<file path="src/rtl/sutp_pkg.sv">
// ----------------------------------------------------------------------------
// sutp_pkg
// Shared types and constants for the bit-timed UART with parity.
// ----------------------------------------------------------------------------
`default_nettype none

package sutp_pkg;

  localparam int RX_DEPTH = 128;
  localparam int TX_DEPTH = 128;

  localparam int RX_AW = (RX_DEPTH > 1) ? $clog2(RX_DEPTH) : 1;
  localparam int TX_AW = (TX_DEPTH > 1) ? $clog2(TX_DEPTH) : 1;
  localparam int RX_CW = $clog2(RX_DEPTH + 1);
  localparam int TX_CW = $clog2(TX_DEPTH + 1);

  localparam logic [3:0] SLOT_START  = 4'd0;
  localparam logic [3:0] SLOT_LAST_D = 4'd8;
  localparam logic [3:0] SLOT_PARITY = 4'd9;
  localparam logic [3:0] SLOT_STOP   = 4'd10;

  localparam logic [2:0] PARITY_RESET = 3'd3;

  typedef enum logic [2:0] {
    CMD_TICK  = 3'd0,
    CMD_WRITE = 3'd1,
    CMD_SEND  = 3'd2,
    CMD_ARM   = 3'd3,
    CMD_POP   = 3'd4
  } cmd_t;

  typedef enum logic [2:0] {
    PAR_NONE  = 3'd0,
    PAR_MARK  = 3'd1,
    PAR_SPACE = 3'd2,
    PAR_EVEN  = 3'd3,
    PAR_ODD   = 3'd4
  } par_t;

  typedef struct packed {
    logic [1:0] pad;
    logic       rx_overflow;
    logic       byte_received;
    logic       parity_error;
    logic [7:0] rx_fill;
    logic       rx_data_valid;
    logic [7:0] rx_data;
    logic       tx_busy;
    logic       tx_line;
  } res_t;

endpackage

`default_nettype wire

</file>
<file path="src/rtl/sutp_ram.sv">
// ----------------------------------------------------------------------------
// sutp_ram
// Generic single-port-write, single-port-read RAM with a registered read.
// A read of the address written in the same cycle returns the new data.
// ----------------------------------------------------------------------------
`default_nettype none

module sutp_ram #(
  parameter int WIDTH = 8,
  parameter int DEPTH = 128,
  localparam int AW = (DEPTH > 1) ? $clog2(DEPTH) : 1
) (
  input  wire logic             clk,
  input  wire logic             we,
  input  wire logic [AW-1:0]    waddr,
  input  wire logic [WIDTH-1:0] wdata,
  input  wire logic [AW-1:0]    raddr,
  output logic      [WIDTH-1:0] rdata
);

  logic [WIDTH-1:0] mem [DEPTH];

  always_ff @(posedge clk) begin
    if (we) begin
      mem[waddr] <= wdata;
    end
    if (we && (waddr == raddr)) begin
      rdata <= wdata;
    end else begin
      rdata <= mem[raddr];
    end
  end

endmodule

`default_nettype wire

</file>
<file path="src/rtl/soft_uart_parity_txrx_top.sv">
// ----------------------------------------------------------------------------
// soft_uart_parity_txrx_top
// Bit-timed UART transmitter and receiver with selectable parity.
// ----------------------------------------------------------------------------
// Every command arrives as one transfer on the slave stream: tuser carries the
// command, tdata the receive pin sample and the write or send arguments. Each
// command gives exactly one status transfer on the master stream. While the
// master side takes results, a command can be taken in every cycle, so
// throughput is one item per cycle; the transmit buffer and the receive ring
// sit in two RAMs with a registered read at the address the next command will
// need. The parity register is written through cfg_we and cfg_wdata; the user
// must write it only while idle, as the block does not check this. Reset
// clears the bit counters, ring pointers and flags; the RAM contents are left
// as they are and must be written before they are read. The output holds two
// results: when the master side stalls, one more command is taken into the
// skid register and then tready drops until a result leaves.
// ----------------------------------------------------------------------------
`default_nettype none

module soft_uart_parity_txrx_top (
  input  wire logic        clk,
  input  wire logic        rst,
  input  wire logic        cfg_we,
  input  wire logic [2:0]  cfg_wdata,
  input  wire logic        s_tvalid,
  output logic             s_tready,
  // rx_line[0], tx_byte[8:1], tx_index[15:9], tx_length[23:16]
  input  wire logic [23:0] s_tdata,
  // cmd[2:0]
  input  wire logic [2:0]  s_tuser,
  output logic             m_tvalid,
  input  wire logic        m_tready,
  // tx_line[0], tx_busy[1], rx_data[9:2], rx_data_valid[10], rx_fill[18:11],
  // parity_error[19], byte_received[20], rx_overflow[21], zero[23:22]
  output logic [23:0]      m_tdata
);

  localparam int RX_AW = sutp_pkg::RX_AW;
  localparam int TX_AW = sutp_pkg::TX_AW;
  localparam int RX_CW = sutp_pkg::RX_CW;
  localparam int TX_CW = sutp_pkg::TX_CW;

  logic [2:0]       parity_mode;
  logic [3:0]       tx_slot, tx_slot_next;
  logic [7:0]       tx_shift, tx_shift_next;
  logic [TX_CW-1:0] tx_sent, tx_sent_next;
  logic [TX_CW-1:0] tx_total, tx_total_next;
  logic             tx_active, tx_active_next;
  logic             tx_parity_acc, tx_parity_acc_next;
  logic             tx_level, tx_level_next;
  logic [3:0]       rx_slot, rx_slot_next;
  logic [7:0]       rx_shift, rx_shift_next;
  logic             rx_armed, rx_armed_next;
  logic             rx_parity_acc, rx_parity_acc_next;
  logic             rx_perr, rx_perr_next;
  logic [RX_AW-1:0] rx_head, rx_head_next;
  logic [RX_AW-1:0] rx_tail, rx_tail_next;
  logic [RX_CW-1:0] rx_count, rx_count_next;

  logic             accept;
  logic             rx_line;
  logic [7:0]       tx_byte;
  logic [6:0]       tx_index;
  logic [7:0]       tx_length;

  logic             tx_we;
  logic [7:0]       tx_rdata;
  logic             rx_we;
  logic [7:0]       rx_rdata;

  sutp_pkg::res_t   res;
  sutp_pkg::res_t   out_main, out_skid;
  logic             main_valid, skid_valid;

  assign accept    = s_tvalid & s_tready;
  assign rx_line   = s_tdata[0];
  assign tx_byte   = s_tdata[8:1];
  assign tx_index  = s_tdata[15:9];
  assign tx_length = s_tdata[23:16];

  sutp_ram #(
    .WIDTH (8),
    .DEPTH (sutp_pkg::TX_DEPTH)
  ) u_tx_ram (
    .clk   (clk),
    .we    (tx_we),
    .waddr (TX_AW'(tx_index)),
    .wdata (tx_byte),
    .raddr (tx_sent_next[TX_AW-1:0]),
    .rdata (tx_rdata)
  );

  sutp_ram #(
    .WIDTH (8),
    .DEPTH (sutp_pkg::RX_DEPTH)
  ) u_rx_ram (
    .clk   (clk),
    .we    (rx_we),
    .waddr (rx_tail),
    .wdata (rx_shift),
    .raddr (rx_head_next),
    .rdata (rx_rdata)
  );

  always_comb begin
    logic got;
    logic ovf;
    logic finish;
    logic [TX_CW:0] sent_inc;
    got                = 1'b0;
    ovf                = 1'b0;
    finish             = 1'b0;
    sent_inc           = {1'b0, tx_sent} + 1'b1;
    tx_slot_next       = tx_slot;
    tx_shift_next      = tx_shift;
    tx_sent_next       = tx_sent;
    tx_total_next      = tx_total;
    tx_active_next     = tx_active;
    tx_parity_acc_next = tx_parity_acc;
    tx_level_next      = tx_level;
    rx_slot_next       = rx_slot;
    rx_shift_next      = rx_shift;
    rx_armed_next      = rx_armed;
    rx_parity_acc_next = rx_parity_acc;
    rx_perr_next       = rx_perr;
    rx_head_next       = rx_head;
    rx_tail_next       = rx_tail;
    rx_count_next      = rx_count;
    tx_we              = 1'b0;
    rx_we              = 1'b0;
    res                = '0;

    if (accept) begin
      case (sutp_pkg::cmd_t'(s_tuser))
        sutp_pkg::CMD_TICK: begin
          if (tx_active) begin
            if (tx_slot == sutp_pkg::SLOT_START) begin
              tx_shift_next      = (32'(tx_sent) < sutp_pkg::TX_DEPTH) ? tx_rdata : 8'd0;
              tx_level_next      = 1'b0;
              tx_parity_acc_next = 1'b0;
              tx_slot_next       = 4'd1;
            end else if (tx_slot <= sutp_pkg::SLOT_LAST_D) begin
              tx_level_next      = tx_shift[0];
              tx_parity_acc_next = tx_parity_acc ^ tx_shift[0];
              tx_shift_next      = {1'b0, tx_shift[7:1]};
              tx_slot_next       = tx_slot + 4'd1;
            end else if (tx_slot == sutp_pkg::SLOT_PARITY) begin
              case (sutp_pkg::par_t'(parity_mode))
                sutp_pkg::PAR_SPACE: tx_level_next = 1'b0;
                sutp_pkg::PAR_EVEN:  tx_level_next = tx_parity_acc;
                sutp_pkg::PAR_ODD:   tx_level_next = ~tx_parity_acc;
                default:             tx_level_next = 1'b1;
              endcase
              tx_slot_next = sutp_pkg::SLOT_STOP;
            end else begin
              tx_level_next = 1'b1;
              tx_sent_next  = sent_inc[TX_CW-1:0];
              if (sent_inc >= {1'b0, tx_total}) begin
                tx_active_next = 1'b0;
                tx_total_next  = '0;
                tx_sent_next   = '0;
              end
              tx_slot_next = sutp_pkg::SLOT_START;
            end
          end else if (rx_armed) begin
            if (rx_slot == sutp_pkg::SLOT_START) begin
              rx_perr_next = 1'b0;
              if (!rx_line) begin
                rx_slot_next       = 4'd1;
                rx_shift_next      = 8'd0;
                rx_parity_acc_next = 1'b0;
              end
            end else if (rx_slot <= sutp_pkg::SLOT_LAST_D) begin
              rx_shift_next      = {rx_line, rx_shift[7:1]};
              rx_parity_acc_next = rx_parity_acc ^ rx_line;
              rx_slot_next       = rx_slot + 4'd1;
            end else if (rx_slot == sutp_pkg::SLOT_PARITY) begin
              rx_slot_next = sutp_pkg::SLOT_STOP;
              case (sutp_pkg::par_t'(parity_mode))
                sutp_pkg::PAR_MARK:  if (!rx_line) rx_perr_next = 1'b1;
                sutp_pkg::PAR_SPACE: if (rx_line) rx_perr_next = 1'b1;
                sutp_pkg::PAR_EVEN:  if (rx_line != rx_parity_acc) rx_perr_next = 1'b1;
                sutp_pkg::PAR_ODD:   if (rx_line == rx_parity_acc) rx_perr_next = 1'b1;
                default:             finish = 1'b1;
              endcase
            end else begin
              finish = 1'b1;
            end
            if (finish) begin
              if (rx_line) begin
                if (32'(rx_count) >= sutp_pkg::RX_DEPTH) begin
                  ovf = 1'b1;
                end else begin
                  rx_we         = 1'b1;
                  rx_tail_next  = (rx_tail == RX_AW'(sutp_pkg::RX_DEPTH - 1)) ?
                                  '0 : rx_tail + 1'b1;
                  rx_count_next = rx_count + 1'b1;
                  got           = 1'b1;
                end
              end
              rx_armed_next = 1'b0;
              rx_slot_next  = sutp_pkg::SLOT_START;
            end
          end
        end
        sutp_pkg::CMD_WRITE: begin
          tx_we = (32'(tx_index) < sutp_pkg::TX_DEPTH);
        end
        sutp_pkg::CMD_SEND: begin
          if (tx_length != 8'd0) begin
            tx_total_next  = (32'(tx_length) > sutp_pkg::TX_DEPTH) ?
                             TX_CW'(sutp_pkg::TX_DEPTH) : TX_CW'(tx_length);
            tx_sent_next   = '0;
            tx_slot_next   = sutp_pkg::SLOT_START;
            tx_active_next = 1'b1;
            tx_level_next  = 1'b1;
          end
        end
        sutp_pkg::CMD_ARM: begin
          rx_armed_next      = 1'b1;
          rx_slot_next       = sutp_pkg::SLOT_START;
          rx_parity_acc_next = 1'b0;
        end
        sutp_pkg::CMD_POP: begin
          if (rx_count != '0) begin
            res.rx_data       = rx_rdata;
            res.rx_data_valid = 1'b1;
            rx_head_next      = (rx_head == RX_AW'(sutp_pkg::RX_DEPTH - 1)) ?
                                '0 : rx_head + 1'b1;
            rx_count_next     = rx_count - 1'b1;
          end
        end
        default: begin
        end
      endcase
    end

    res.tx_line       = tx_level_next;
    res.tx_busy       = tx_active_next;
    res.rx_fill       = 8'(rx_count_next);
    res.parity_error  = rx_perr_next;
    res.byte_received = got;
    res.rx_overflow   = ovf;
  end

  always_ff @(posedge clk) begin
    if (rst) begin
      parity_mode   <= sutp_pkg::PARITY_RESET;
      tx_slot       <= sutp_pkg::SLOT_START;
      tx_shift      <= 8'd0;
      tx_sent       <= '0;
      tx_total      <= '0;
      tx_active     <= 1'b0;
      tx_parity_acc <= 1'b0;
      tx_level      <= 1'b1;
      rx_slot       <= sutp_pkg::SLOT_START;
      rx_shift      <= 8'd0;
      rx_armed      <= 1'b0;
      rx_parity_acc <= 1'b0;
      rx_perr       <= 1'b0;
      rx_head       <= '0;
      rx_tail       <= '0;
      rx_count      <= '0;
    end else begin
      if (cfg_we) begin
        parity_mode <= cfg_wdata;
      end
      tx_slot       <= tx_slot_next;
      tx_shift      <= tx_shift_next;
      tx_sent       <= tx_sent_next;
      tx_total      <= tx_total_next;
      tx_active     <= tx_active_next;
      tx_parity_acc <= tx_parity_acc_next;
      tx_level      <= tx_level_next;
      rx_slot       <= rx_slot_next;
      rx_shift      <= rx_shift_next;
      rx_armed      <= rx_armed_next;
      rx_parity_acc <= rx_parity_acc_next;
      rx_perr       <= rx_perr_next;
      rx_head       <= rx_head_next;
      rx_tail       <= rx_tail_next;
      rx_count      <= rx_count_next;
    end
  end

  assign s_tready = ~skid_valid;
  assign m_tvalid = main_valid;
  assign m_tdata  = out_main;

  always_ff @(posedge clk) begin
    if (rst) begin
      main_valid <= 1'b0;
      skid_valid <= 1'b0;
    end else if (main_valid && m_tready) begin
      if (skid_valid) begin
        main_valid <= 1'b1;
        skid_valid <= 1'b0;
      end else begin
        main_valid <= accept;
      end
    end else if (accept) begin
      if (!main_valid) begin
        main_valid <= 1'b1;
      end else begin
        skid_valid <= 1'b1;
      end
    end
  end

  always_ff @(posedge clk) begin
    if (main_valid && m_tready) begin
      out_main <= skid_valid ? out_skid : res;
    end else if (accept) begin
      if (!main_valid) begin
        out_main <= res;
      end else begin
        out_skid <= res;
      end
    end
  end

  a_ring_bound: assert property (@(posedge clk) disable iff (rst)
    32'(rx_count) <= sutp_pkg::RX_DEPTH)
    else $error("Receive ring count exceeds its depth.");

  a_skid_order: assert property (@(posedge clk) disable iff (rst)
    skid_valid |-> main_valid)
    else $error("Skid register holds a result while the output register is empty.");

  a_tx_run: assert property (@(posedge clk) disable iff (rst)
    tx_active |-> (tx_total != '0) && (tx_sent < tx_total))
    else $error("Active send run has an inconsistent byte count.");

  a_rx_one_outcome: assert property (@(posedge clk) disable iff (rst)
    accept |-> !(res.byte_received && res.rx_overflow))
    else $error("A frame was both stored and dropped.");

  a_result_follows: assert property (@(posedge clk) disable iff (rst)
    accept |=> m_tvalid)
    else $error("No result is offered after a transfer was taken.");

endmodule

`default_nettype wire
</file>
<file path="config.mk">
export PLATFORM = sky130hd
export DESIGN_NAME = soft_uart_parity_txrx_top
export DESIGN_NICKNAME = d
export VERILOG_FILES = /design/src/rtl/sutp_pkg.sv /design/src/rtl/sutp_ram.sv /design/src/rtl/soft_uart_parity_txrx_top.sv
export SDC_FILE = /design/constraint.sdc
export NUM_CORES = 2
export LEC_CHECK = 0
export BUFFER_PORTS_ARGS = -buffer_cell sky130_fd_sc_hd__buf_2
export CELL_PAD_IN_SITES_DETAIL_PLACEMENT = 1
export CELL_PAD_IN_SITES_GLOBAL_PLACEMENT = 1
export CORE_MARGIN = 3
export CORE_UTILIZATION = 55
export DETAILED_ROUTE_END_ITERATION = 12
export PLACE_DENSITY = 0.88
export SYNTH_ARGS = -nofsm -noshare
export SYNTH_HDL_FRONTEND = slang
export SYNTH_SLANG_ARGS = --single-unit
</file>
<file path="constraint.sdc">
create_clock -name clk -period 4.25 [get_ports clk]
set_clock_uncertainty 0.05 [all_clocks]
set_input_delay 0.85 -clock clk [delete_from_list [all_inputs] [get_ports clk]]
set_output_delay 0.85 -clock clk [all_outputs]
set_load 0.02 [all_outputs]
</file>
==> flow_summary.ini <==
[sta]
min_period_ns = 4.26
slew_headroom_pct = 4.38
rsz0062_at_grt = true
setup_viol = 7
max_freq_ghz = 0.235
drv_slew = 0
finalCritPeriodShare_pct = 100
finalHoldViolCount = 0
tightestPinTransition_ns = 1.43
setup_ws_ns = -0.00893

[setup_path]
cp.required_ns = 4.67
cp_max_fo = 8
critPathBufInv = 3
critPathKind = reg -> reg
path_cells = inv_1 -> ha_1 -> nand2b_1 -> nand3_1 -> nor4_2 -> buf_4 -> and2_1 -> and2b_1 -> nand3_1 -> buf_4 -> nor2_1
critical_path.top_delay_family = simple AND/OR/NAND/NOR gates
timing.rr.start = rx_slot[0]
worst_setup_path_end_kind = flip-flop
r2r_end = u_rx_ram.mem[99][4]
reg2reg_depth = 11
crit_arrival_ns = 4.68
crit_path_top_delay_cell = nor2_1
worst_setup_path_start_kind = flip-flop
rrSetupSlack_ns = -0.009
slowest_delay_ns = 0.63

[route]
routed_wl_mm = 261
dr.pass1.iters = 7
final_antenna_net_count = 0
routed_via_density = 7.20
drtIter0Drc = 7634
vias = 48000
post_drt_wl_per_cell_um = 39.3
drc = 0

[worst_hold_path]
min_to = parity_mode[1]
min_from = cfg_wdata[1]
hold_class = in -> reg
whs_path_depth = 2

[synth]
synth.most_common_cell = edfxtp_1
synth_top_cell_by_area = edfxtp_1
netlist_area_mm2 = 0.0848
synth.yosys.seq_area_share_pct = 76.1
synth-seq-cells = 2179
synth_top_flop_cell = edfxtp_1
async_flop_share_pct = 0
synth_top_area_share_pct = 74.1
synth_area_leaders = edfxtp_1 (74%), mux4_2 (14%), dfxtp_1 (2.1%)
synth_edf_count = 2092
syn_inst = 4165
syn_area_per_cell_um2 = 20.4
synth_top_cells_by_count = edfxtp_1 (2092), mux4_2 (539), nor2_1 (334)
synth_cell_types = 78
yosysWarningCount = 0

[global_routing]
gr-total-overflow = 0
grt_max_degree = 129
grt_pass1_vias = 50200
grt.total_usage_pct = 33.2
antenna_found_initial = 11
grt_pass1_wl_mm = 377

[die]
pin_count = 61
die_h_um = 399
dieArea_mm2 = 0.159
rows = 143
design.core.area_mm2 = 0.153
die_x_um = 399
start_util_pct = 55.6

[clocking]
cts-root-buf = clkbuf_16
cts_buffers = 205
clock_latency_ns = 0.86
cts_tree = yes
cts_hold_buf = 0
cts.sinks = 2179
cts.clk_slew.worst_paths_ns = 0.07
htreeDepth = 4
cts_buffer_depth = 3

[placement]
dp_hpwl_mm = 142
place_congestion = 0.909
dp_cells = 6274
pre_cts_ws_ns = 0.152
postPlaceCellArea_mm2 = 0.0889
io_buffers = 58

[pwr]
leakagePower_nw = 30.7
powerDensity_mw_per_mm2 = 444
ir_worst_vdd_v = 0.000447

[run]
max-cap-violations = 0

[status]
violations = setup timing
status = complete, but fails checks

[final_layout]
fin_area_mm2 = 0.0955
layout-drive-gt1-share_pct = 26.3
final_cell_count_no_fill = 6662
area.growth.synth_to_final_pct = 12.6
fin_nets = 4506
## how the worst max path moves through the flow
| stage | endpoint | cells after the start | slack [ns] | startpoint |
|---|---|---|---|---|
| after floorplan | u_rx_ram.mem[115][0] | 8 | 1.18 | s_tdata[0] |
| after global placement | u_rx_ram.mem[31][6] | 9 | 0.49 | s_tuser[1] |
| after detailed placement | u_rx_ram.mem[42][4] | 9 | 0.15 | s_tdata[0] |
| after CTS | u_rx_ram.mem[42][3] | 11 | 0.10 | rx_slot[0] |
| after global routing | u_rx_ram.mem[99][4] | 11 | -0.05 | rx_slot[0] |
| final | u_rx_ram.mem[99][4] | 11 | -0.009 | rx_slot[0] |
## metrics by stage
step	setup TNS (ns)	total power [W]	hold WS (ns)	util [%]
2_1_floorplan	0	0.0240	0.397	-
3_3_place_gp	0	0.0242	0.413	58.2
3_5_place_dp	0	0.0242	0.421	58.2
4_1_cts	0	0.0424	0.156	62.6
5_1_grt	-1.20	0.0432	0.186	62.6
6_report	-0.0262	0.0424	0.210	62.6
## area by class of cell
cell class,instances,area [um2]
inverters,25,93.8
multi-input cells,1736,19300
well taps,2030,2540
flip-flops and latches,2179,64600
repair buffers,304,2410
clock buffers,251,5390
diodes,8,20.0
fillers,12400,57100
clock inverters,129,1210
## layer usage
metal | up-vias | share of wire (%) | routed length (um) | GRT usage [%]
met3 | 1143 | 9.9 | 25800 | 6.44
met5 | - | 0 | 0 | 0
met1 | 24600 | 32 | 84700 | 40.5
met4 | 0 | 7.4 | 19500 | 20.2
li1 | 17900 | - | - | -
met2 | 4406 | 50 | 132000 | 55.4
## worst register-to-register path, delay by kind of cell, from the launching register on
family        cells  cell delay (ns)
simple gates      7             2.46
buf+inv           3             0.62
flops             1             0.50
fa+ha+maj         1             0.26
## cells in the final DEF (no fill, tap or decap), types with 20 or more instances in the layout
cell / count
ha_1: 20
a22o_1: 42
nand2_1: 140
nor3_1: 23
clkbuf_16: 207
a22oi_1: 162
dfxtp_1: 73
nor2_1: 314
buf_4: 234
a221oi_1: 22
mux2i_1: 22
clkinv_1: 41
a211oi_1: 23
clkinv_2: 39
a21oi_1: 68
nand3_1: 37
clkbuf_1: 40
o21ai_0: 32
nand2b_1: 22
nor2b_1: 37
buf_12: 20
edfxtp_1: 2092
inv_1: 23
buf_2: 50
mux4_2: 539
## power breakdown
group | switching, W | total (W) | leakage [nW] | internal (W)
sequential | 0.0000209 | 0.0234 | 21.0 | 0.0233
combinational | 0.000355 | 0.000423 | 6.45 | 0.0000686
clock | 0.00863 | 0.0186 | 3.20 | 0.00995
total | 0.00901 | 0.0424 | 30.7 | 0.0334
## flip-flops by register name (all words and copies together), names as in the netlist, 4 cells and up, named ones only
name / cells
u_tx_ram.mem: 1024
rx_head: 7
m_tdata: 22
rx_tail: 7
tx_sent: 8
rx_shift: 8
tx_shift: 8
rx_slot: 4
u_rx_ram.mem: 1024
tx_total: 8
rx_count: 8
out_skid: 22
tx_slot: 4
## kinds of logic after synthesis
logic type | count (synthesis) | synth area share (%)
DFF | 2179 | 76.1
and+or+nand+nor | 683 | 3.64
muxes | 570 | 14.7
AOI/OAI and AO/OA | 440 | 3.74
buffers and inverters | 251 | 1.28
adders and majority gates | 27 | 0.378
xor gates and xnor gates | 14 | 0.145
other | 1 | 0.00442
## timing repair
item,in CTS,in global routing
setup buffers,0,0
resized for setup,0,15
setup endpoints to repair,0,121
Note: power is estimated with default switching activity, not from simulation.
